## src/elc_pkg.sv

```systemverilog
`timescale 1ns / 1ps

package elc_pkg;

   localparam int ELC_MEAS_WIDTH = 18;
   localparam int ELC_FRAC_BITS = 12;
   localparam int ELC_RD_WIDTH = 7;
   localparam int ELC_CSR_INDEX_WIDTH = 3;

   // Percent scale of the LED dynamic resistance coefficient.
   localparam int ELC_RD_SCALE = 100;

   localparam int ELC_SHORT_LOW_CURRENT = 199000;
   localparam int ELC_SHORT_HIGH_CURRENT = 180000;

   typedef logic [2:0] elc_mode_type;

   localparam elc_mode_type MODE_CC = 3'd0;
   localparam elc_mode_type MODE_CV = 3'd1;
   localparam elc_mode_type MODE_CR = 3'd2;
   localparam elc_mode_type MODE_CP = 3'd3;
   localparam elc_mode_type MODE_DYNAMIC = 3'd4;
   localparam elc_mode_type MODE_LED = 3'd5;
   localparam elc_mode_type MODE_SHORT = 3'd6;

   typedef logic [ELC_CSR_INDEX_WIDTH-1:0] elc_csr_index_type;

   localparam elc_csr_index_type CSR_VON_LEVEL = 3'd0;
   localparam elc_csr_index_type CSR_VOFF_LEVEL = 3'd1;
   localparam elc_csr_index_type CSR_LED_FORWARD_VOLTAGE = 3'd2;
   localparam elc_csr_index_type CSR_LED_FORWARD_CURRENT = 3'd3;
   localparam elc_csr_index_type CSR_LED_RD_PERCENT = 3'd4;
   localparam elc_csr_index_type CSR_I_LOW_RANGE_MAX = 3'd5;
   localparam elc_csr_index_type CSR_V_LOW_RANGE_MAX = 3'd6;

   // Status that the LED set-point unit hands back to the control core.
   typedef struct packed {
      logic done;
      logic conducts;
   } elc_led_status_type;

endpackage

```

## src/elc_div.sv

```systemverilog
`timescale 1ns / 1ps

// Restoring divider, one quotient bit per cycle.
module elc_div #(
   parameter int DIVIDEND_WIDTH = 30,
   parameter int DIVISOR_WIDTH = 18
) (
   input  logic                      clock,
   input  logic                      reset,
   input  logic                      start,
   input  logic [DIVIDEND_WIDTH-1:0] dividend,
   input  logic [DIVISOR_WIDTH-1:0]  divisor,
   output logic                      done,
   output logic [DIVIDEND_WIDTH-1:0] quotient
);

   localparam int CW = $clog2(DIVIDEND_WIDTH + 1);

   logic                      busy_ff, busy_in;
   logic                      done_ff, done_in;
   logic [CW-1:0]             count_ff, count_in;
   logic [DIVISOR_WIDTH-1:0]  rem_ff, rem_in;
   logic [DIVIDEND_WIDTH-1:0] quot_ff, quot_in;
   logic [DIVISOR_WIDTH-1:0]  div_ff, div_in;
   logic [DIVISOR_WIDTH:0]    trial;
   logic [DIVISOR_WIDTH:0]    diff;
   logic                      fits;

   assign trial = {rem_ff, quot_ff[DIVIDEND_WIDTH-1]};
   assign diff = trial - {1'b0, div_ff};
   assign fits = trial >= {1'b0, div_ff};

   always_comb begin
      busy_in = busy_ff;
      done_in = 1'b0;
      count_in = count_ff;
      rem_in = rem_ff;
      quot_in = quot_ff;
      div_in = div_ff;
      if (start) begin
         busy_in = 1'b1;
         count_in = CW'(DIVIDEND_WIDTH);
         rem_in = '0;
         quot_in = dividend;
         div_in = divisor;
      end else if (busy_ff) begin
         // The partial remainder always stays below the divisor.
         rem_in = fits ? diff[DIVISOR_WIDTH-1:0] : trial[DIVISOR_WIDTH-1:0];
         quot_in = {quot_ff[DIVIDEND_WIDTH-2:0], fits};
         count_in = count_ff - 1'b1;
         if (count_ff == CW'(1)) begin
            busy_in = 1'b0;
            done_in = 1'b1;
         end
      end
   end

   always_ff @(posedge clock) begin
      if (reset) begin
         busy_ff <= 1'b0;
         done_ff <= 1'b0;
      end else begin
         busy_ff <= busy_in;
         done_ff <= done_in;
      end
   end

   always_ff @(posedge clock) begin
      count_ff <= count_in;
      rem_ff <= rem_in;
      quot_ff <= quot_in;
      div_ff <= div_in;
   end

   assign done = done_ff;
   assign quotient = quot_ff;

endmodule

```

## src/elc_mul.sv

```systemverilog
`timescale 1ns / 1ps

// Shift-add multiplier, one multiplier bit per cycle, least significant first.
module elc_mul #(
   parameter int A_WIDTH = 30,
   parameter int B_WIDTH = 18
) (
   input  logic                       clock,
   input  logic                       reset,
   input  logic                       start,
   input  logic [A_WIDTH-1:0]         a,
   input  logic [B_WIDTH-1:0]         b,
   output logic                       done,
   output logic [A_WIDTH+B_WIDTH-1:0] product
);

   localparam int PW = A_WIDTH + B_WIDTH;
   localparam int CW = $clog2(B_WIDTH + 1);

   logic               busy_ff, busy_in;
   logic               done_ff, done_in;
   logic [CW-1:0]      count_ff, count_in;
   logic [A_WIDTH-1:0] a_ff, a_in;
   logic [PW-1:0]      prod_ff, prod_in;
   logic [A_WIDTH:0]   sum;

   // The low part of the product register still holds the unused multiplier bits.
   assign sum = {1'b0, prod_ff[PW-1:B_WIDTH]} + (prod_ff[0] ? {1'b0, a_ff} : '0);

   always_comb begin
      busy_in = busy_ff;
      done_in = 1'b0;
      count_in = count_ff;
      a_in = a_ff;
      prod_in = prod_ff;
      if (start) begin
         busy_in = 1'b1;
         count_in = CW'(B_WIDTH);
         a_in = a;
         prod_in = {{A_WIDTH{1'b0}}, b};
      end else if (busy_ff) begin
         prod_in = {sum, prod_ff[B_WIDTH-1:1]};
         count_in = count_ff - 1'b1;
         if (count_ff == CW'(1)) begin
            busy_in = 1'b0;
            done_in = 1'b1;
         end
      end
   end

   always_ff @(posedge clock) begin
      if (reset) begin
         busy_ff <= 1'b0;
         done_ff <= 1'b0;
      end else begin
         busy_ff <= busy_in;
         done_ff <= done_in;
      end
   end

   always_ff @(posedge clock) begin
      count_ff <= count_in;
      a_ff <= a_in;
      prod_ff <= prod_in;
   end

   assign done = done_ff;
   assign product = prod_ff;

endmodule

```

## src/elc_led_calc.sv

```systemverilog
`timescale 1ns / 1ps

// LED-mode set-point: turn-on voltage, slope and linear current law, worked
// out on one serial multiplier and one serial divider.
module elc_led_calc
   import elc_pkg::*;
#(
   parameter int MEAS_WIDTH = ELC_MEAS_WIDTH,
   parameter int FRAC_BITS = ELC_FRAC_BITS
) (
   input  logic                    clock,
   input  logic                    reset,
   input  logic                    start,
   input  logic [MEAS_WIDTH-1:0]   vo,
   input  logic [MEAS_WIDTH-1:0]   io,
   input  logic [ELC_RD_WIDTH-1:0] rd,
   input  logic [MEAS_WIDTH-1:0]   coarse,
   output elc_led_status_type      status,
   output logic [MEAS_WIDTH-1:0]   setpoint
);

   localparam int DW = MEAS_WIDTH + FRAC_BITS;
   localparam int PW = DW + MEAS_WIDTH;

   localparam logic [2:0] C_IDLE = 3'd0;
   localparam logic [2:0] C_DROP_MUL = 3'd1;
   localparam logic [2:0] C_DROP_DIV = 3'd2;
   localparam logic [2:0] C_SLOPE_DIV = 3'd3;
   localparam logic [2:0] C_LINE_MUL = 3'd4;

   logic [2:0]              state_ff, state_in;
   logic                    done_ff, done_in;
   logic                    conducts_ff, conducts_in;
   logic [MEAS_WIDTH-1:0]   setpoint_ff, setpoint_in;
   logic [MEAS_WIDTH-1:0]   vo_ff, io_ff, coarse_ff;

   logic                    mul_start, mul_done;
   logic [DW-1:0]           mul_a;
   logic [MEAS_WIDTH-1:0]   mul_b;
   logic [PW-1:0]           mul_product;
   logic                    div_start, div_done;
   logic [DW-1:0]           div_dividend, div_quotient;
   logic [MEAS_WIDTH-1:0]   div_divisor;

   logic [DW-1:0]           io_q;
   logic [MEAS_WIDTH-1:0]   on_v, den, gap;
   logic                    above;
   logic [PW:0]             up_sum, up_shift;
   logic [MEAS_WIDTH-1:0]   up_sp, down_sp;
   logic [PW-1:0]           io_q_wide, down_diff;

   assign io_q = {io_ff, {FRAC_BITS{1'b0}}};

   // The quotient of the drop division is Vo * Rd / 100; above Vo it floors on_v at zero.
   assign on_v = (div_quotient > DW'(vo_ff)) ? '0 : vo_ff - div_quotient[MEAS_WIDTH-1:0];
   assign den = vo_ff - on_v;

   assign above = coarse_ff >= vo_ff;
   assign gap = above ? coarse_ff - vo_ff : vo_ff - coarse_ff;

   assign up_sum = {1'b0, mul_product} + (PW + 1)'(io_q);
   assign up_shift = up_sum >> FRAC_BITS;
   assign up_sp = (|up_shift[PW:MEAS_WIDTH]) ? '1 : up_shift[MEAS_WIDTH-1:0];

   assign io_q_wide = PW'(io_q);
   assign down_diff = io_q_wide - mul_product;
   assign down_sp = (mul_product > io_q_wide) ? '0 :
                    down_diff[FRAC_BITS+MEAS_WIDTH-1:FRAC_BITS];

   assign mul_a = (state_ff == C_IDLE) ? DW'(vo) : div_quotient;
   assign mul_b = (state_ff == C_IDLE) ? MEAS_WIDTH'(rd) : gap;

   assign div_dividend = (state_ff == C_DROP_MUL) ? mul_product[DW-1:0] : io_q;
   assign div_divisor = (state_ff == C_DROP_MUL) ? MEAS_WIDTH'(ELC_RD_SCALE) : den;

   elc_mul #(
      .A_WIDTH(DW),
      .B_WIDTH(MEAS_WIDTH)
   ) u_mul (
      .clock(clock),
      .reset(reset),
      .start(mul_start),
      .a(mul_a),
      .b(mul_b),
      .done(mul_done),
      .product(mul_product)
   );

   elc_div #(
      .DIVIDEND_WIDTH(DW),
      .DIVISOR_WIDTH(MEAS_WIDTH)
   ) u_div (
      .clock(clock),
      .reset(reset),
      .start(div_start),
      .dividend(div_dividend),
      .divisor(div_divisor),
      .done(div_done),
      .quotient(div_quotient)
   );

   always_comb begin
      state_in = state_ff;
      done_in = 1'b0;
      conducts_in = conducts_ff;
      setpoint_in = setpoint_ff;
      mul_start = 1'b0;
      div_start = 1'b0;
      case (state_ff)
         C_IDLE: begin
            if (start) begin
               mul_start = 1'b1;
               state_in = C_DROP_MUL;
            end
         end
         C_DROP_MUL: begin
            if (mul_done) begin
               div_start = 1'b1;
               state_in = C_DROP_DIV;
            end
         end
         C_DROP_DIV: begin
            if (div_done) begin
               conducts_in = coarse_ff >= on_v;
               if (coarse_ff < on_v) begin
                  setpoint_in = '0;
                  done_in = 1'b1;
                  state_in = C_IDLE;
               end else if (den == '0) begin
                  // A flat characteristic gives the operating current itself.
                  setpoint_in = io_ff;
                  done_in = 1'b1;
                  state_in = C_IDLE;
               end else begin
                  div_start = 1'b1;
                  state_in = C_SLOPE_DIV;
               end
            end
         end
         C_SLOPE_DIV: begin
            if (div_done) begin
               mul_start = 1'b1;
               state_in = C_LINE_MUL;
            end
         end
         C_LINE_MUL: begin
            if (mul_done) begin
               setpoint_in = above ? up_sp : down_sp;
               done_in = 1'b1;
               state_in = C_IDLE;
            end
         end
         default: begin
            state_in = C_IDLE;
         end
      endcase
   end

   always_ff @(posedge clock) begin
      if (reset) begin
         state_ff <= C_IDLE;
         done_ff <= 1'b0;
      end else begin
         state_ff <= state_in;
         done_ff <= done_in;
      end
   end

   always_ff @(posedge clock) begin
      conducts_ff <= conducts_in;
      setpoint_ff <= setpoint_in;
      if (start && state_ff == C_IDLE) begin
         vo_ff <= vo;
         io_ff <= io;
         coarse_ff <= coarse;
      end
   end

   assign status.done = done_ff;
   assign status.conducts = conducts_ff;
   assign setpoint = setpoint_ff;

endmodule

```

## src/electronic_load_enable_control_core.sv

```systemverilog
`timescale 1ns / 1ps

// Load enable and range control, evaluated once per control tick.
// One request transfer on req_* carries a tick's mode, on/off command and
// measurements; one response transfer on rsp_* carries the load enable, loop
// select, range bits, pulses and set-points for that tick. Thresholds and LED
// parameters must be written through csr_* while no tick is in progress; the
// block itself does not enforce this. A tick in any mode but LED with the load
// on is registered in the item registers and moves into the response register
// once that register is free. An LED tick with the load on runs a serial
// multiply, a divide by 100, a slope divide and a serial multiply, one bit per
// cycle each, before it moves into the response register; a tick that stays
// below the turn-on voltage finishes after the first divide. A new request is
// taken once the previous tick has moved into the response register.
// Reset clears the configuration, the latch, the ranges and the enable level.
// A stalled response holds its register; a request may still be taken, and
// its result waits until the response register is free.
module electronic_load_enable_control_core
   import elc_pkg::*;
#(
   parameter int MEAS_WIDTH = ELC_MEAS_WIDTH,
   parameter int FRAC_BITS = ELC_FRAC_BITS
) (
   input  logic                  clock,
   input  logic                  reset,

   input  logic                  req_valid,
   output logic                  req_ready,
   input  logic [2:0]            req_mode,
   input  logic                  req_load_on,
   input  logic [MEAS_WIDTH-1:0] req_voltage,
   input  logic [MEAS_WIDTH-1:0] req_voltage_coarse,
   input  logic [MEAS_WIDTH-1:0] req_current,
   input  logic                  req_range_write,
   input  logic                  req_i_range_request,
   input  logic                  req_v_range_request,

   output logic                  rsp_valid,
   input  logic                  rsp_ready,
   output logic                  rsp_load_enable,
   output logic                  rsp_cv_select,
   output logic                  rsp_i_range_high,
   output logic                  rsp_v_range_high,
   output logic                  rsp_ramp_clear,
   output logic                  rsp_mode_changed,
   output logic                  rsp_track_voltage,
   output logic [MEAS_WIDTH-1:0] rsp_led_current_setpoint,
   output logic                  rsp_led_setpoint_valid,
   output logic [MEAS_WIDTH-1:0] rsp_short_current_setpoint,

   input  logic                  csr_write_en,
   input  elc_csr_index_type     csr_index,
   input  logic [MEAS_WIDTH-1:0] csr_write_data
);

   localparam int TW = MEAS_WIDTH + 4;

   localparam logic [1:0] ST_IDLE = 2'd0;
   localparam logic [1:0] ST_CALC = 2'd1;
   localparam logic [1:0] ST_FINISH = 2'd2;

   // Configuration registers.
   logic [MEAS_WIDTH-1:0]   von_ff, voff_ff, vo_ff, io_ff, imax_ff, vmax_ff;
   logic [ELC_RD_WIDTH-1:0] rd_ff;

   // Tick being worked on.
   elc_mode_type            mode_ff;
   logic                    on_ff, rw_ff, ireq_ff, vreq_ff;
   logic [MEAS_WIDTH-1:0]   volt_ff, coarse_ff, cur_ff;

   // Control state carried from tick to tick.
   logic                    von_latched_ff, von_latched_in;
   elc_mode_type            prev_mode_ff;
   logic                    i_range_ff, i_range_in;
   logic                    v_range_ff, v_range_in;
   logic                    enable_ff, enable_in;

   logic [1:0]              state_ff, state_in;
   logic                    accept, led_start, out_free, finish_fire;

   logic                    rsp_valid_ff, rsp_valid_in;
   logic                    rsp_enable_ff, rsp_cv_ff, rsp_ramp_ff;
   logic                    rsp_changed_ff, rsp_track_ff, rsp_led_valid_ff;
   logic                    rsp_i_range_ff, rsp_v_range_ff;
   logic [MEAS_WIDTH-1:0]   rsp_led_sp_ff, rsp_short_sp_ff;

   logic                    ramp_in, changed_in, track_in, cv_in, led_valid_in;
   logic [MEAS_WIDTH-1:0]   led_sp_in, short_sp_in;

   elc_led_status_type      led_status;
   logic [MEAS_WIDTH-1:0]   led_setpoint;

   assign req_ready = state_ff == ST_IDLE;
   assign accept = req_valid && req_ready;
   assign led_start = accept && req_mode == MODE_LED && req_load_on;
   assign out_free = !rsp_valid_ff || rsp_ready;
   assign finish_fire = state_ff == ST_FINISH && out_free;

   elc_led_calc #(
      .MEAS_WIDTH(MEAS_WIDTH),
      .FRAC_BITS(FRAC_BITS)
   ) u_led_calc (
      .clock(clock),
      .reset(reset),
      .start(led_start),
      .vo(vo_ff),
      .io(io_ff),
      .rd(rd_ff),
      .coarse(req_voltage_coarse),
      .status(led_status),
      .setpoint(led_setpoint)
   );

   always_comb begin
      state_in = state_ff;
      case (state_ff)
         ST_IDLE: begin
            if (accept) begin
               state_in = led_start ? ST_CALC : ST_FINISH;
            end
         end
         ST_CALC: begin
            if (led_status.done) begin
               state_in = ST_FINISH;
            end
         end
         ST_FINISH: begin
            if (out_free) begin
               state_in = ST_IDLE;
            end
         end
         default: begin
            state_in = ST_IDLE;
         end
      endcase
   end

   // Step of the control law for the tick held in the item registers.
   always_comb begin
      logic [TW-1:0] meas;
      logic [TW-1:0] thr_on;
      logic [TW-1:0] thr_off;

      i_range_in = rw_ff ? ireq_ff : i_range_ff;
      v_range_in = rw_ff ? vreq_ff : v_range_ff;
      enable_in = enable_ff;
      von_latched_in = von_latched_ff;
      changed_in = (mode_ff inside {[MODE_CC:MODE_SHORT]}) && mode_ff != prev_mode_ff;
      ramp_in = changed_in;
      track_in = 1'b0;
      cv_in = mode_ff == MODE_CV;
      led_valid_in = 1'b0;
      led_sp_in = '0;
      short_sp_in = '0;

      if (mode_ff == MODE_LED) begin
         v_range_in = 1'b1;
      end
      if (mode_ff == MODE_SHORT) begin
         short_sp_in = i_range_in ? MEAS_WIDTH'(ELC_SHORT_HIGH_CURRENT) :
                                    MEAS_WIDTH'(ELC_SHORT_LOW_CURRENT);
      end

      // In the low voltage range the fine reading is compared with ten times the levels.
      meas = v_range_in ? TW'(coarse_ff) : TW'(volt_ff);
      thr_on = v_range_in ? TW'(von_ff) : (TW'(von_ff) << 3) + (TW'(von_ff) << 1);
      thr_off = v_range_in ? TW'(voff_ff) : (TW'(voff_ff) << 3) + (TW'(voff_ff) << 1);

      if (!on_ff) begin
         enable_in = 1'b0;
         von_latched_in = 1'b0;
         ramp_in = 1'b1;
         track_in = 1'b1;
      end else if (mode_ff inside {[MODE_CC:MODE_CP]}) begin
         if (meas < thr_off) begin
            enable_in = 1'b0;
            ramp_in = 1'b1;
            track_in = 1'b1;
         end else begin
            enable_in = 1'b1;
         end
         if (!von_latched_ff) begin
            if (meas > thr_on) begin
               enable_in = 1'b1;
               von_latched_in = 1'b1;
            end else if (meas < thr_on) begin
               enable_in = 1'b0;
               ramp_in = 1'b1;
               track_in = 1'b1;
            end
         end
      end else if (mode_ff == MODE_LED) begin
         if (led_status.conducts) begin
            led_sp_in = led_setpoint;
            led_valid_in = 1'b1;
            enable_in = 1'b1;
         end else begin
            enable_in = 1'b0;
            ramp_in = 1'b1;
         end
      end else if (mode_ff == MODE_SHORT) begin
         enable_in = 1'b1;
      end

      if (!i_range_in && cur_ff > imax_ff) begin
         i_range_in = 1'b1;
      end
      if (!v_range_in && volt_ff > vmax_ff) begin
         v_range_in = 1'b1;
      end
   end

   always_comb begin
      rsp_valid_in = rsp_valid_ff;
      if (finish_fire) begin
         rsp_valid_in = 1'b1;
      end else if (rsp_ready) begin
         rsp_valid_in = 1'b0;
      end
   end

   always_ff @(posedge clock) begin
      if (reset) begin
         state_ff <= ST_IDLE;
         rsp_valid_ff <= 1'b0;
         von_latched_ff <= 1'b0;
         prev_mode_ff <= MODE_CC;
         i_range_ff <= 1'b0;
         v_range_ff <= 1'b0;
         enable_ff <= 1'b0;
         von_ff <= '0;
         voff_ff <= '0;
         vo_ff <= '0;
         io_ff <= '0;
         rd_ff <= '0;
         imax_ff <= '0;
         vmax_ff <= '0;
      end else begin
         state_ff <= state_in;
         rsp_valid_ff <= rsp_valid_in;
         if (finish_fire) begin
            von_latched_ff <= von_latched_in;
            prev_mode_ff <= mode_ff;
            i_range_ff <= i_range_in;
            v_range_ff <= v_range_in;
            enable_ff <= enable_in;
         end
         if (csr_write_en) begin
            case (csr_index)
               CSR_VON_LEVEL: von_ff <= csr_write_data;
               CSR_VOFF_LEVEL: voff_ff <= csr_write_data;
               CSR_LED_FORWARD_VOLTAGE: vo_ff <= csr_write_data;
               CSR_LED_FORWARD_CURRENT: io_ff <= csr_write_data;
               CSR_LED_RD_PERCENT: rd_ff <= csr_write_data[ELC_RD_WIDTH-1:0];
               CSR_I_LOW_RANGE_MAX: imax_ff <= csr_write_data;
               CSR_V_LOW_RANGE_MAX: vmax_ff <= csr_write_data;
               default: begin
               end
            endcase
         end
      end
   end

   always_ff @(posedge clock) begin
      if (accept) begin
         mode_ff <= req_mode;
         on_ff <= req_load_on;
         volt_ff <= req_voltage;
         coarse_ff <= req_voltage_coarse;
         cur_ff <= req_current;
         rw_ff <= req_range_write;
         ireq_ff <= req_i_range_request;
         vreq_ff <= req_v_range_request;
      end
      if (finish_fire) begin
         rsp_enable_ff <= enable_in;
         rsp_cv_ff <= cv_in;
         rsp_i_range_ff <= i_range_in;
         rsp_v_range_ff <= v_range_in;
         rsp_ramp_ff <= ramp_in;
         rsp_changed_ff <= changed_in;
         rsp_track_ff <= track_in;
         rsp_led_sp_ff <= led_sp_in;
         rsp_led_valid_ff <= led_valid_in;
         rsp_short_sp_ff <= short_sp_in;
      end
   end

   assign rsp_valid = rsp_valid_ff;
   assign rsp_load_enable = rsp_enable_ff;
   assign rsp_cv_select = rsp_cv_ff;
   assign rsp_i_range_high = rsp_i_range_ff;
   assign rsp_v_range_high = rsp_v_range_ff;
   assign rsp_ramp_clear = rsp_ramp_ff;
   assign rsp_mode_changed = rsp_changed_ff;
   assign rsp_track_voltage = rsp_track_ff;
   assign rsp_led_current_setpoint = rsp_led_sp_ff;
   assign rsp_led_setpoint_valid = rsp_led_valid_ff;
   assign rsp_short_current_setpoint = rsp_short_sp_ff;

`ifndef ASSERT_OFF
   a_led_done_in_calc: assert property (@(posedge clock) disable iff (reset)
      led_status.done |-> state_ff == ST_CALC)
      else $error("LED set-point finished outside the calculation state");

   a_led_forces_v_range: assert property (@(posedge clock) disable iff (reset)
      finish_fire && mode_ff == MODE_LED |=> v_range_ff)
      else $error("LED tick left the voltage range low");

   a_change_clears_ramp: assert property (@(posedge clock) disable iff (reset)
      rsp_valid_ff && rsp_changed_ff |-> rsp_ramp_ff)
      else $error("Mode change without ramp clear");

   a_led_valid_enables: assert property (@(posedge clock) disable iff (reset)
      rsp_valid_ff && rsp_led_valid_ff |-> rsp_enable_ff && !rsp_cv_ff)
      else $error("LED set-point given with the load off or the CV loop selected");
`endif

endmodule

```

## config.mk

```make
export PLATFORM = sky130hd
export DESIGN_NAME = electronic_load_enable_control_core
export DESIGN_NICKNAME = d
export VERILOG_FILES = /design/src/elc_pkg.sv /design/src/elc_div.sv /design/src/elc_mul.sv /design/src/elc_led_calc.sv /design/src/electronic_load_enable_control_core.sv
export SDC_FILE = /design/constraint.sdc
export NUM_CORES = 1
export LEC_CHECK = 0
export ABC_AREA = 0
export BUFFER_PORTS_ARGS = -buffer_cell sky130_fd_sc_hd__buf_2
export CAP_MARGIN = 5
export CORE_MARGIN = 4
export CORE_UTILIZATION = 55
export DETAILED_ROUTE_END_ITERATION = 8
export PLACE_DENSITY = 0.72
export SLEW_MARGIN = 20
export SYNTH_ARGS = -nofsm -noshare
export SYNTH_HDL_FRONTEND = slang
export SYNTH_HIERARCHICAL = 1
export SYNTH_SLANG_ARGS = --single-unit
```

## constraint.sdc

```tcl
create_clock -name clock -period 9.6 [get_ports clock]
set_input_delay 1.44 -clock clock [delete_from_list [all_inputs] [get_ports clock]]
set_output_delay 1.44 -clock clock [all_outputs]
set_load 0.005 [all_outputs]
```

**Word level (Yosys, flattened, before mapping)**

Cells that the tools add are included.

- Logic and storage cells: 239
- Input bits: 87
- Output and inout port bits: 46
- Register bits after elaboration: 465

- Equality and inequality tests: 29
- Bitwise operators: 5
- Reduce and logical (&&, ||, !) cells: 39
- $lt $le $gt $ge: 14
- Add/sub/neg operators: 12
- Mux-type cells: 88

Operators with widths:

| cell | number |
|---|---|
| $mux W18 | 15 |
| $mux W30 | 4 |
| $sub A18 B18 Y18 | 5 |
| $add A48 B30 Y49 | 1 |
| $mux W1 | 49 |
| $gt A48 B30 Y1 | 1 |
| $add A21 B19 Y22 | 2 |
| $lt A18 B22 Y1 | 2 |
| $mux W22 | 2 |
| $ge A18 B18 Y1 | 2 |
| $gt A18 B18 Y1 | 2 |
| $pmux W18 S2 | 1 |
| $add A30 B30 Y31 | 1 |
| $gt A30 B18 Y1 | 1 |
| $sub A30 B30 Y30 | 1 |
| $gt A18 B22 Y1 | 1 |
| $eq A3 B3 Y1 const B | 7 |
| $ge A19 B18 Y1 | 1 |
| $reduce_or A19 Y1 | 1 |
| $logic_not A18 Y1 | 1 |
| $lt A18 B18 Y1 | 1 |
| $mux W3 | 6 |
| $reduce_and A2 Y1 | 9 |
| $mux W17 | 1 |
| other kinds (29) | 70 |

**Logic depth before layout (Yosys ltp)**

Gate-level depths: netlist of the first run.

- Depth after elaboration: 10
- Mapped depth: 28
- Gate-level depth less buffers: 27

**Modules after synthesis**

The synthesis of the first run kept the hierarchy.

By module, submodules not included:

| module | sequential area each (sq um) | cells an instance | instances | area each (sq um) |
|---|---|---|---|---|
| electronic_load_enable_control_core | 5205.0 | 1282 | 1 | 11324.6 |
| elc_led_calc | 2272.2 | 1345 | 1 | 10756.6 |
| elc_mul | 2182.1 | 475 | 1 | 4832.1 |
| elc_div | 1941.9 | 334 | 1 | 3834.9 |

**Worst setup path before layout of the first run**

Ideal clock, no wire load.

- Path kind: flip-flop to flip-flop
- Start: register u_led_calc.vo_ff[0]
- End: register u_led_calc.u_div.quot_ff[0], in the netlist u_led_calc/u_div/quotient[0] (enable)
- Stages on the path, launching flop included: 28
- Path buffers: 1
- Clock period less this slack: 6.950 ns
- Library setup time: 0.385 ns
- Arrival: 6.565 ns
- Required time: 9.215 ns
- Setup slack: 2.650 ns
- Cells stage by stage: edfxtp_1 -> inv_1 -> ha_1 -> inv_1 -> fa_1 -> a21o_1 -> a21oi_1 -> o21bai_1 -> a21oi_1 -> o21bai_1 -> a41oi_1 -> nor2b_1 -> xnor2_1 -> nand2_1 -> ha_1 -> a21oi_1 -> o21ai_0 -> a31o_1 -> a41o_1 -> o21a_1 -> a21o_1 -> a21oi_1 -> xnor3_1 -> o41ai_1 -> o21ai_1 -> nor2_1 -> clkbuf_1 -> inv_1

- Word-level cells in the longest chain between the ends: 9
- Elaborated cells on any way between the ends: 11
- Classes of those cells: 2 x add/sub; 2 x order compare; 5 x mux; 2 x reduce/logical

Ends and longest elaborated chain:

| element | line | source |
|---|---|---|
| from (decl) | elc_led_calc.sv:35 | `logic [MEAS_WIDTH-1:0] vo_ff, io_ff, coarse_ff;` |
| from (signal assigned) | elc_led_calc.sv:173 | `vo_ff <= vo;` |
| $gt A30 B18 Y1 / $sub A18 B18 Y18 (equally long branches) | elc_led_calc.sv:55 | `assign on_v = (div_quotient > DW'(vo_ff)) ? '0 : vo_ff - div_quotient[MEAS_WIDTH-1:0];` |
| $mux W18 | elc_led_calc.sv:55 |  |
| $sub A18 B18 Y18 | elc_led_calc.sv:56 | `assign den = vo_ff - on_v;` |
| $logic_not A18 Y1 | elc_led_calc.sv:129 | `end else if (den == '0) begin` |
| $mux W1 | elc_led_calc.sv:129 |  |
| $mux W1 * | elc_led_calc.sv:125 | `if (coarse_ff < on_v) begin` |
| $mux W1 * | elc_led_calc.sv:123 | `if (div_done) begin` |
| $pmux W1 S2 * | elc_led_calc.sv:109 | `case (state_ff)` |
| net u_led_calc.div_start | elc_led_calc.sv:41 | `logic div_start, div_done;` |
| $reduce_bool A2 Y1 (no source line) * | n/a |  |
| to (signal assigned) | elc_div.sv:71 | `quot_ff <= quot_in;` |
| to (decl) | elc_div.sv:23 | `logic [DIVIDEND_WIDTH-1:0] quot_ff, quot_in;` |

Mark *: on every way through the listed nets, which the timed path passes. The rest lies on a longest branch.
A chain may end at the register's enable or synchronous reset.

**Worst setup path in the final report of the first run**

- Start: register u_led_calc.vo_ff[0]
- End: register u_led_calc.u_div.quot_ff[15], in the netlist u_led_calc/u_div/quotient[15] (enable)

The elaborated chain is that of the path after synthesis.

==> results by group, run 1 <==
Layout
  • Area of the multi-input gates: 17700 µm²
  • FF+latch area: 11600 µm²
  • Number of nets in the layout: 3890
  • Fillers: 4788
  • Synthesis-to-finish area growth: 8.90%
  • Fraction of layout cells with a size suffix above 1: 0.0962
  • Number of flip-flops in the largest register: 48

STA
  • Setup TNS Final: 0 ps
  • Period minus WS final: 7710 ps
  • Worst Tran Pin Value: 1050 ps
  • Relative slew slack: 0.302
  • Crit share post-route: 0.803
  • Final setup viols: 0
  • FMAX: 130 MHz
  • Final hold viol count: 0
  • RSZ-0062 raised after global routing: no
  • Max Slew Vio Count: 0
  • Setup Skew: 36.0 ps

Clocking
  • H-tree depth: 2
  • Total CTS buffers: 51
  • Root Driver: clkbuf_16
  • Post-CTS Setup Bufs: 0
  • Hold Buf Count CTS: 0
  • Post-CTS resize count: 0
  • Clk buf depth: 3
  • CTS tree: done
  • Clk slew on worst S/H paths: 70 ps
  • Worst-Skew Late Latency: 620 ps
  • Clock sinks: 450

Logic synthesis
  • Leading area contributor after synthesis: edfxtp_1
  • Yosys top cell area share: 0.253
  • Primary FF master, synth: edfxtp_1
  • Post-synth cell types: 113
  • Syn. warnings: 6
  • Synth async-reset ratio: 0
  • Seq cells post-synth: 450
  • Syn Inst Count: 3436
  • Synth top cells by count: nand2_1 (494), a21oi_1 (348), ha_1 (313)
  • Post-synth EDFFs: 259
  • Seq/Total Area, Yosys: 0.377
  • Most frequent cell after synthesis: nand2_1
  • Synthesized cell area: 30700 µm²
  • Synth top area cells: edfxtp_1 (25%), ha_1 (13%), dfxtp_1 (12%)
  • Syn Area/Cell: 8.95 µm²

Placement
  • PortBufs: 127
  • Hpwl dp: 71.4 mm
  • Final GP Congestion: 1.00

GRT
  • Number of global-route vias before repair: 25221
  • First-pass GRT wire length: 144 mm
  • Overflow after GRT: 0
  • Initial antenna violation count: 4
  • Gr usage total: 0.305
  • Largest net degree at the start of global routing: 77

Worst setup path
  • Most used cell along the critical path: a21oi_1
  • CP max stage delay: 880 ps
  • Worst setup path class: flip-flop to flip-flop
  • Worst EP required: 9890 ps
  • WP data arrival: 8000 ps
  • Reg2Reg Depth: 28
  • Crit start category: flip-flop
  • Slowest library cell on the worst path: nor2_1
  • Critical path peak fanout: 60
  • Kind of end point of the critical path: flip-flop

Hold path
  • Hold/Removal Path Class: flip-flop to flip-flop
  • Hold path depth: 0

Detailed routing
  • Via density per instance: 6.09
  • DR DRC count: 0
  • Drt pass-1 iters: 6
  • WL per Instance: 21.9 µm
  • DR vias: 26022
  • Total wire length: 93.8 mm
  • Initial DRC count: 2399
  • Remaining antenna violation count: 0

Floorplanning
  • # IOs: 133
  • Initial Utilization: 0.557
  • Chip width: 244 µm
  • FP Rows: 86
  • Area of the die: 59800 µm²
  • Core footprint: 55200 µm²
  • Die height: 244 µm

Outcome
  • Outcome: finished, final reports clean

Job
  • Max-cap violations: 0

Power
  • Static Leak: 13.4 nW
  • Total power draw: 5.62 mW
  • Pwr per Cell Area: 168 nW/µm²
  • VDD IR max: 0.158 mV
-- cell type report --
type,count,area share
sequential,450,0.346
clock buffer,63,0.0420
inverter,212,0.0238
clock inverter,33,0.00729
multi-input combinational,2620,0.529
antenna,3,0.000224
tap,748,0.0280
timing repair buffer,146,0.0233
-- power by group --
part	total [mW]	switching (mW)	internal (mW)
Clock	1.93	0.830	1.10
Combinational	1.36	0.819	0.539
Sequential	2.34	0.190	2.15
-- per-layer routing --
layer / wire, µm / global-route usage
met1: 39900 / 0.406
met2: 43300 / 0.499
met3: 6110 / 0.0414
met4: 4500 / 0.135
met5: 10 / 0
-- cells by family after synthesis --
group | count (synthesis) | synth area share
other | 1 | 0.000122
DFF | 450 | 0.377
muxes | 103 | 0.0358
buffers and inverters | 370 | 0.0490
adders and majority gates | 322 | 0.133
and+or+nand+nor | 1151 | 0.176
AOI/OAI and AO/OA | 895 | 0.187
xor gates and xnor gates | 144 | 0.0415
-- placed cells by master (no fill, tap or decap), types with 11 or more instances in the layout --
cell type    n
and3_1      22
inv_1      207
nand3_1     58
a31oi_1     32
nor2_1     213
nor3_1      54
a221oi_1    11
a211oi_1    21
ha_1       313
clkinv_1    13
edfxtp_1   259
and2_1      94
a21o_1      63
nor2b_1     36
o21ai_0    142
clkbuf_16   54
buf_2      126
nand4_1     41
nand2_1    493
or3_1       14
mux2i_1     48
o211ai_1    18
mux2_2      54
nor4_1      21
xor2_1      60
o21bai_1    33
a21oi_1    346
a22oi_1     11
dfxtp_1    191
nand2b_1    35
o31ai_1     14
o21a_1      42
buf_4       20
o21ai_1     12
a211o_1     17
xnor2_1     83
-- per-stage QoR --
stage	hold slack (ps)	setup slack (ps)	std cells	util	cell area (µm²)
2_1_floorplan	408	2650	3440	-	30800
3_3_place_gp	412	2110	4176	0.576	31800
3_5_place_dp	416	2050	4176	0.576	31800
4_1_cts	429	1970	4272	0.606	33500
5_1_grt	447	1440	4272	0.606	33500
6_report	429	1890	4275	0.607	33500
-- worst max-delay path: cells and delay by family, from the launching register on --
family / cells / cell delay [ps]
fa+ha+maj: 3 / 980
xor+xnor: 2 / 420
buf+inv: 5 / 990
simple gates: 3 / 1160
flops: 1 / 420
compound gates: 15 / 3370
-- path summary, 6_finish.rpt --
path / slack [ps] / to / from
max: 1890 / u_led_calc/u_div/quotient[15] / u_led_calc/vo_ff[0]
min: 430 / u_led_calc/io_ff[0] / io_ff[0]
max reg2reg: 1890 / u_led_calc/u_div/quotient[15] / u_led_calc/vo_ff[0]
min reg2reg: 430 / u_led_calc/io_ff[0] / io_ff[0]
(Power assumes the default switching activity.)
==> run 2: changes to the inputs <==
==> constraint.sdc (replaced) <==
create_clock -name clock -period 8 [get_ports clock]
set_input_delay 1.2 -clock clock [delete_from_list [all_inputs] [get_ports clock]]
set_output_delay 1.2 -clock clock [all_outputs]
set_load 0.005 [all_outputs]
==> run 2 against run 1 <==
Critical path depth is 1 lower. Via count is 0.31% lower. Routed wire length decreased by 0.50%. Design area rose by 0.18%. Utilization up 0.11 points. Hold slack got worse by 10 ps. Largest cell class unchanged. Die area stayed put. Combinational power up 19%. Clock-buffer cell count increased by 2. Final cell count about the same. Total power up 21%. Worst setup slack got worse by 870 ps.
==> results by group, run 2 (synthesized netlist as in run 1, its figures left out) <==
Detailed routing
  • Via density per instance: 6.07
  • Initial DRC count: 2224
  • DR DRC count: 0
  • Remaining antenna violation count: 0
  • Total wire length: 93.3 mm
  • WL per Instance: 21.8 µm
  • DR vias: 25942
  • Drt pass-1 iters: 6

Clocking
  • Clk slew on worst S/H paths: 60 ps
  • Clock sinks: 450
  • CTS tree: done
  • Post-CTS resize count: 0
  • Root Driver: clkbuf_16
  • H-tree depth: 2
  • Post-CTS Setup Bufs: 0
  • Clk buf depth: 3
  • Total CTS buffers: 50
  • Hold Buf Count CTS: 0
  • Worst-Skew Late Latency: 630 ps

Floorplanning
  • Initial Utilization: 0.557
  • Chip width: 244 µm
  • Die height: 244 µm
  • # IOs: 133
  • FP Rows: 86
  • Core footprint: 55200 µm²
  • Area of the die: 59800 µm²

Power
  • Static Leak: 13.5 nW
  • Pwr per Cell Area: 203 nW/µm²
  • VDD IR max: 0.177 mV

GRT
  • Initial antenna violation count: 3
  • Gr usage total: 0.303
  • Number of global-route vias before repair: 24994
  • Largest net degree at the start of global routing: 78
  • First-pass GRT wire length: 143 mm
  • Overflow after GRT: 0

STA
  • Setup Skew: 44.4 ps
  • Worst Tran Pin Value: 1140 ps
  • Setup ws final: 1020 ps
  • Crit share post-route: 0.873
  • Final setup viols: 0
  • Period minus WS final: 6980 ps
  • Setup TNS Final: 0 ps
  • FMAX: 143 MHz
  • RSZ-0062 raised after global routing: no
  • Final hold viol count: 0
  • Hold WS: 418 ps
  • Relative slew slack: 0.231
  • Max Slew Vio Count: 0

Layout
  • Fin util: 0.608
  • Commonest non-fill, non-tap cells in the layout: nand2_1 (493), a21oi_1 (346), ha_1 (313)
  • Synthesis-to-finish area growth: 9.09%
  • Number of flip-flops in the largest register: 48
  • Most common cell after layout, fill and taps aside: nand2_1
  • Fraction of layout cells with a size suffix above 1: 0.0974
  • Final std cells w/o fill: 4272
  • Number of nets in the layout: 3891

Placement
  • Placed cell count: 4178
  • Placement Setup Slack: 1160 ps
  • Final GP Congestion: 0.998
  • Hpwl dp: 71.3 mm
  • PortBufs: 127

Worst setup path
  • Slowest library cell on the worst path: nor2b_1
  • Worst R2R Start: u_led_calc/vo_ff[0]
  • Reg2Reg Depth: 27
  • Kind of end point of the critical path: flip-flop
  • Setup slack, reg-to-reg: 1020 ps
  • CP max stage delay: 770 ps
  • Critical path peak fanout: 13
  • Worst EP required: 8500 ps
  • Worst setup path class: flip-flop to flip-flop
  • WP data arrival: 7480 ps
  • Worst reg2reg endpoint: u_led_calc/u_div/rem_ff[12]
  • Most used cell along the critical path: a21oi_1
  • Crit start category: flip-flop

Outcome
  • Outcome: finished, final reports clean

Hold path
  • Hold path depth: 0
  • Hold Path Sink: u_led_calc/io_ff[16]
  • Hold_sp: io_ff[16]
  • Hold/Removal Path Class: flip-flop to flip-flop

Job
  • Max-cap violations: 0
[run 2: cell types whose count changed in the layout (fill, tap and decap cells not counted), sizes merged]
cell	previous run	this run
buf	146	148
bufinv	2	6
clkbuf	63	65
clkinv	25	19
clkinvlp	6	5
diode	3	1
inv	212	210
[run 2: layer usage]
metal	GRT usage	vias to the layer above	routed length (µm)
met5	0	-	23
li1	-	12383	-
met1	0.401	12260	39500
met4	0.125	4	4250
met2	0.494	1068	42700
met3	0.0543	227	6840
[run 2: worst max-delay path by stage]
stage	startpoint	to	slack, ps	depth (start not counted)
floorplan	u_led_calc/vo_ff[0]	u_led_calc/u_div/quotient[0]	1050	27
global placement	u_led_calc/vo_ff[0]	u_led_calc/u_div/rem_ff[15]	1170	27
detailed placement	u_led_calc/vo_ff[0]	u_led_calc/u_div/rem_ff[15]	1160	27
CTS	u_led_calc/vo_ff[0]	u_led_calc/u_div/rem_ff[15]	1070	27
global route	u_led_calc/vo_ff[0]	u_led_calc/u_div/rem_ff[15]	500	27
finish	u_led_calc/vo_ff[0]	u_led_calc/u_div/rem_ff[12]	1020	27
[run 2: through the flow]
stage               instance area (µm²)  total power [mW]
CTS                               33500              6.82
global route                      33500              7.12
global placement                  31800              4.38
detailed placement                31800              4.42
floorplan                         30800              3.98
finish                            33500              6.81
[run 2: layout make-up]
cell class / count / area, µm²
inverters: 212 / 796
clock inverters: 28 / 368
multi-input cells: 2620 / 17700
repair buffers: 148 / 796
fillers: 4716 / 21700
well taps: 748 / 936
flip-flops and latches: 450 / 11600
clock buffers: 65 / 1340
diodes: 1 / 2.50
[run 2: where the power goes]
group	total, mW	internal [mW]	switching, mW
sequential	2.80	2.58	0.222
clock	2.39	1.39	1.00
combinational	1.62	0.648	0.976
[run 2: critical path, delay by kind of cell, from the launching register on]
| family | cells | cell delay [ps] |
|---|---|---|
| xor gates and xnor gates | 2 | 420 |
| and+or+nand+nor | 3 | 1050 |
| DFF | 1 | 420 |
| buffers and inverters | 2 | 230 |
| adders and majority gates | 3 | 970 |
| AOI/OAI and AO/OA | 17 | 3740 |
==> run 3: changes to the inputs <==
--- a/config.mk
+++ b/config.mk
@@ -6,12 +6,13 @@
 export NUM_CORES = 1
 export LEC_CHECK = 0
 export ABC_AREA = 0
+export ABC_CLOCK_PERIOD_IN_PS = 8000
 export BUFFER_PORTS_ARGS = -buffer_cell sky130_fd_sc_hd__buf_2
 export CAP_MARGIN = 5
 export CORE_MARGIN = 4
 export CORE_UTILIZATION = 55
 export DETAILED_ROUTE_END_ITERATION = 8
-export PLACE_DENSITY = 0.72
+export PLACE_DENSITY = 0.79
 export SLEW_MARGIN = 20
 export SYNTH_ARGS = -nofsm -noshare
 export SYNTH_HDL_FRONTEND = slang
==> run 3 against run 2 <==
Critical path depth did not move. Global-route usage decreased by 2.2 points. Final cell count increased by 0.14%. Combinational power is essentially flat. Largest power group unchanged. Design area hardly changed. Flip-flop and latch count unchanged. Clock power fell by 3%.
==> results by group, run 3 (synthesized netlist as in run 1, its figures left out) <==
Layout
  • Synthesis-to-finish area growth: 8.99%
  • Number of flip-flops in the largest register: 48
  • Most common cell after layout, fill and taps aside: nand2_1
  • Fillers: 4707
  • Number of nets in the layout: 3892
  • Fraction of layout cells with a size suffix above 1: 0.0959
  • Commonest non-fill, non-tap cells in the layout: nand2_1 (493), a21oi_1 (346), ha_1 (313)

Power
  • VDD IR max: 0.194 mV
  • Pwr per Cell Area: 200 nW/µm²
  • Static Leak: 13.5 nW

GRT
  • Gr usage total: 0.282
  • Overflow after GRT: 0
  • First-pass GRT wire length: 135 mm
  • Initial antenna violation count: 5
  • Largest net degree at the start of global routing: 77
  • Number of global-route vias before repair: 24292

Floorplanning
  • Area of the die: 59800 µm²
  • Initial Utilization: 0.557
  • Die height: 244 µm
  • # IOs: 133
  • Chip width: 244 µm
  • FP Rows: 86
  • Core footprint: 55200 µm²

STA
  • Worst Tran Pin Value: 1060 ps
  • Period minus WS final: 7190 ps
  • Setup TNS Final: 0 ps
  • Relative slew slack: 0.295
  • Final hold viol count: 0
  • FMAX: 139 MHz
  • Final setup viols: 0
  • Hold WS: 429 ps
  • RSZ-0062 raised after global routing: no
  • Setup Skew: 25.3 ps
  • Max Slew Vio Count: 0
  • Crit share post-route: 0.898

Placement
  • Hpwl dp: 64.6 mm
  • PortBufs: 127
  • Final GP Congestion: 0.980

Worst setup path
  • Crit start category: flip-flop
  • Critical path peak fanout: 26
  • Worst setup path class: flip-flop to flip-flop
  • Kind of end point of the critical path: flip-flop
  • Worst EP required: 8500 ps
  • WP data arrival: 7690 ps

Detailed routing
  • WL per Instance: 20.3 µm
  • Total wire length: 86.8 mm
  • Remaining antenna violation count: 0
  • DR vias: 25833
  • Via density per instance: 6.04
  • Drt pass-1 iters: 6
  • DR DRC count: 0
  • Initial DRC count: 2831

Clocking
  • Clk buf depth: 3
  • Root Driver: clkbuf_16
  • Post-CTS Setup Bufs: 0
  • Hold Buf Count CTS: 0
  • H-tree depth: 2
  • Post-CTS resize count: 0
  • Clk slew on worst S/H paths: 70 ps
  • Clock sinks: 450
  • Total CTS buffers: 50
  • Worst-Skew Late Latency: 620 ps
  • CTS tree: done

Outcome
  • Outcome: finished, final reports clean

Hold path
  • Hold/Removal Path Class: flip-flop to flip-flop

Job
  • Max-cap violations: 0
## run 3: critical path: stages, from the launching register on
cell and delay (ps):
edfxtp_1 430, inv_1 140, ha_1 270, inv_1 80, fa_1 400, a21o_1 190
a21oi_1 230, o21bai_1 90, a21oi_1 440, o21bai_1 140, a41oi_1 290, nor2b_1 190
xnor2_1 130, nand2_1 100, ha_1 350, a21oi_1 140, o21ai_0 130, a31o_1 240
a41o_1 240, o21a_1 220, a21o_1 190, a21oi_1 150, xnor3_1 290, o41ai_1 740
o21ai_4 110, buf_4 270, nand2b_1 440, o311ai_0 450
## run 3: cell type report
class                      instances  area (µm²)  share of cell area
antenna                            5        12.5            0.000373
clock buffer                      75        1450              0.0432
clock inverter                    19         201             0.00601
inverter                         212         796              0.0237
multi-input combinational       2620       17700               0.529
sequential                       450       11600               0.346
tap                              748         936              0.0279
timing repair buffer             149         803              0.0240
## run 3: stage by stage
| stage | std cells | setup WS [ps] | instance area (µm²) | power (mW) | utilization |
|---|---|---|---|---|---|
| finish | 4278 | 813 | 33500 | 6.69 | 0.607 |
| floorplan | 3440 | 1050 | 30800 | 3.98 | - |
| detailed placement | 4179 | 960 | 31800 | 4.38 | 0.577 |
| CTS | 4273 | 900 | 33500 | 6.69 | 0.607 |
| global route | 4274 | 181 | 33500 | 7.01 | 0.607 |
| global placement | 4179 | 1140 | 31800 | 4.36 | 0.577 |
## run 3: final timing paths
check,from,to,slack [ps],cells after the start
worst min register to register,io_ff[5],u_led_calc/io_ff[5],430,0
worst max register to register,u_led_calc/vo_ff[0],u_led_calc/u_div/rem_ff[3],810,27
worst max-delay path,u_led_calc/vo_ff[0],u_led_calc/u_div/rem_ff[3],810,27
worst min-delay path,io_ff[5],u_led_calc/io_ff[5],430,0
## run 3: power by group
part,total [mW],internal [mW],switching [mW]
registers,2.79,2.58,0.215
clock network,2.31,1.32,0.983
logic,1.59,0.645,0.948
total,6.69,4.55,2.15
## run 3: metal layers
layer | up-vias | global-route usage | share of wire
li1 | 12376 | - | -
met1 | 12105 | 0.380 | 0.42
met2 | 1101 | 0.443 | 0.44
met3 | 249 | 0.0448 | 0.079
met4 | 2 | 0.137 | 0.055
met5 | - | 0 | 0.00013
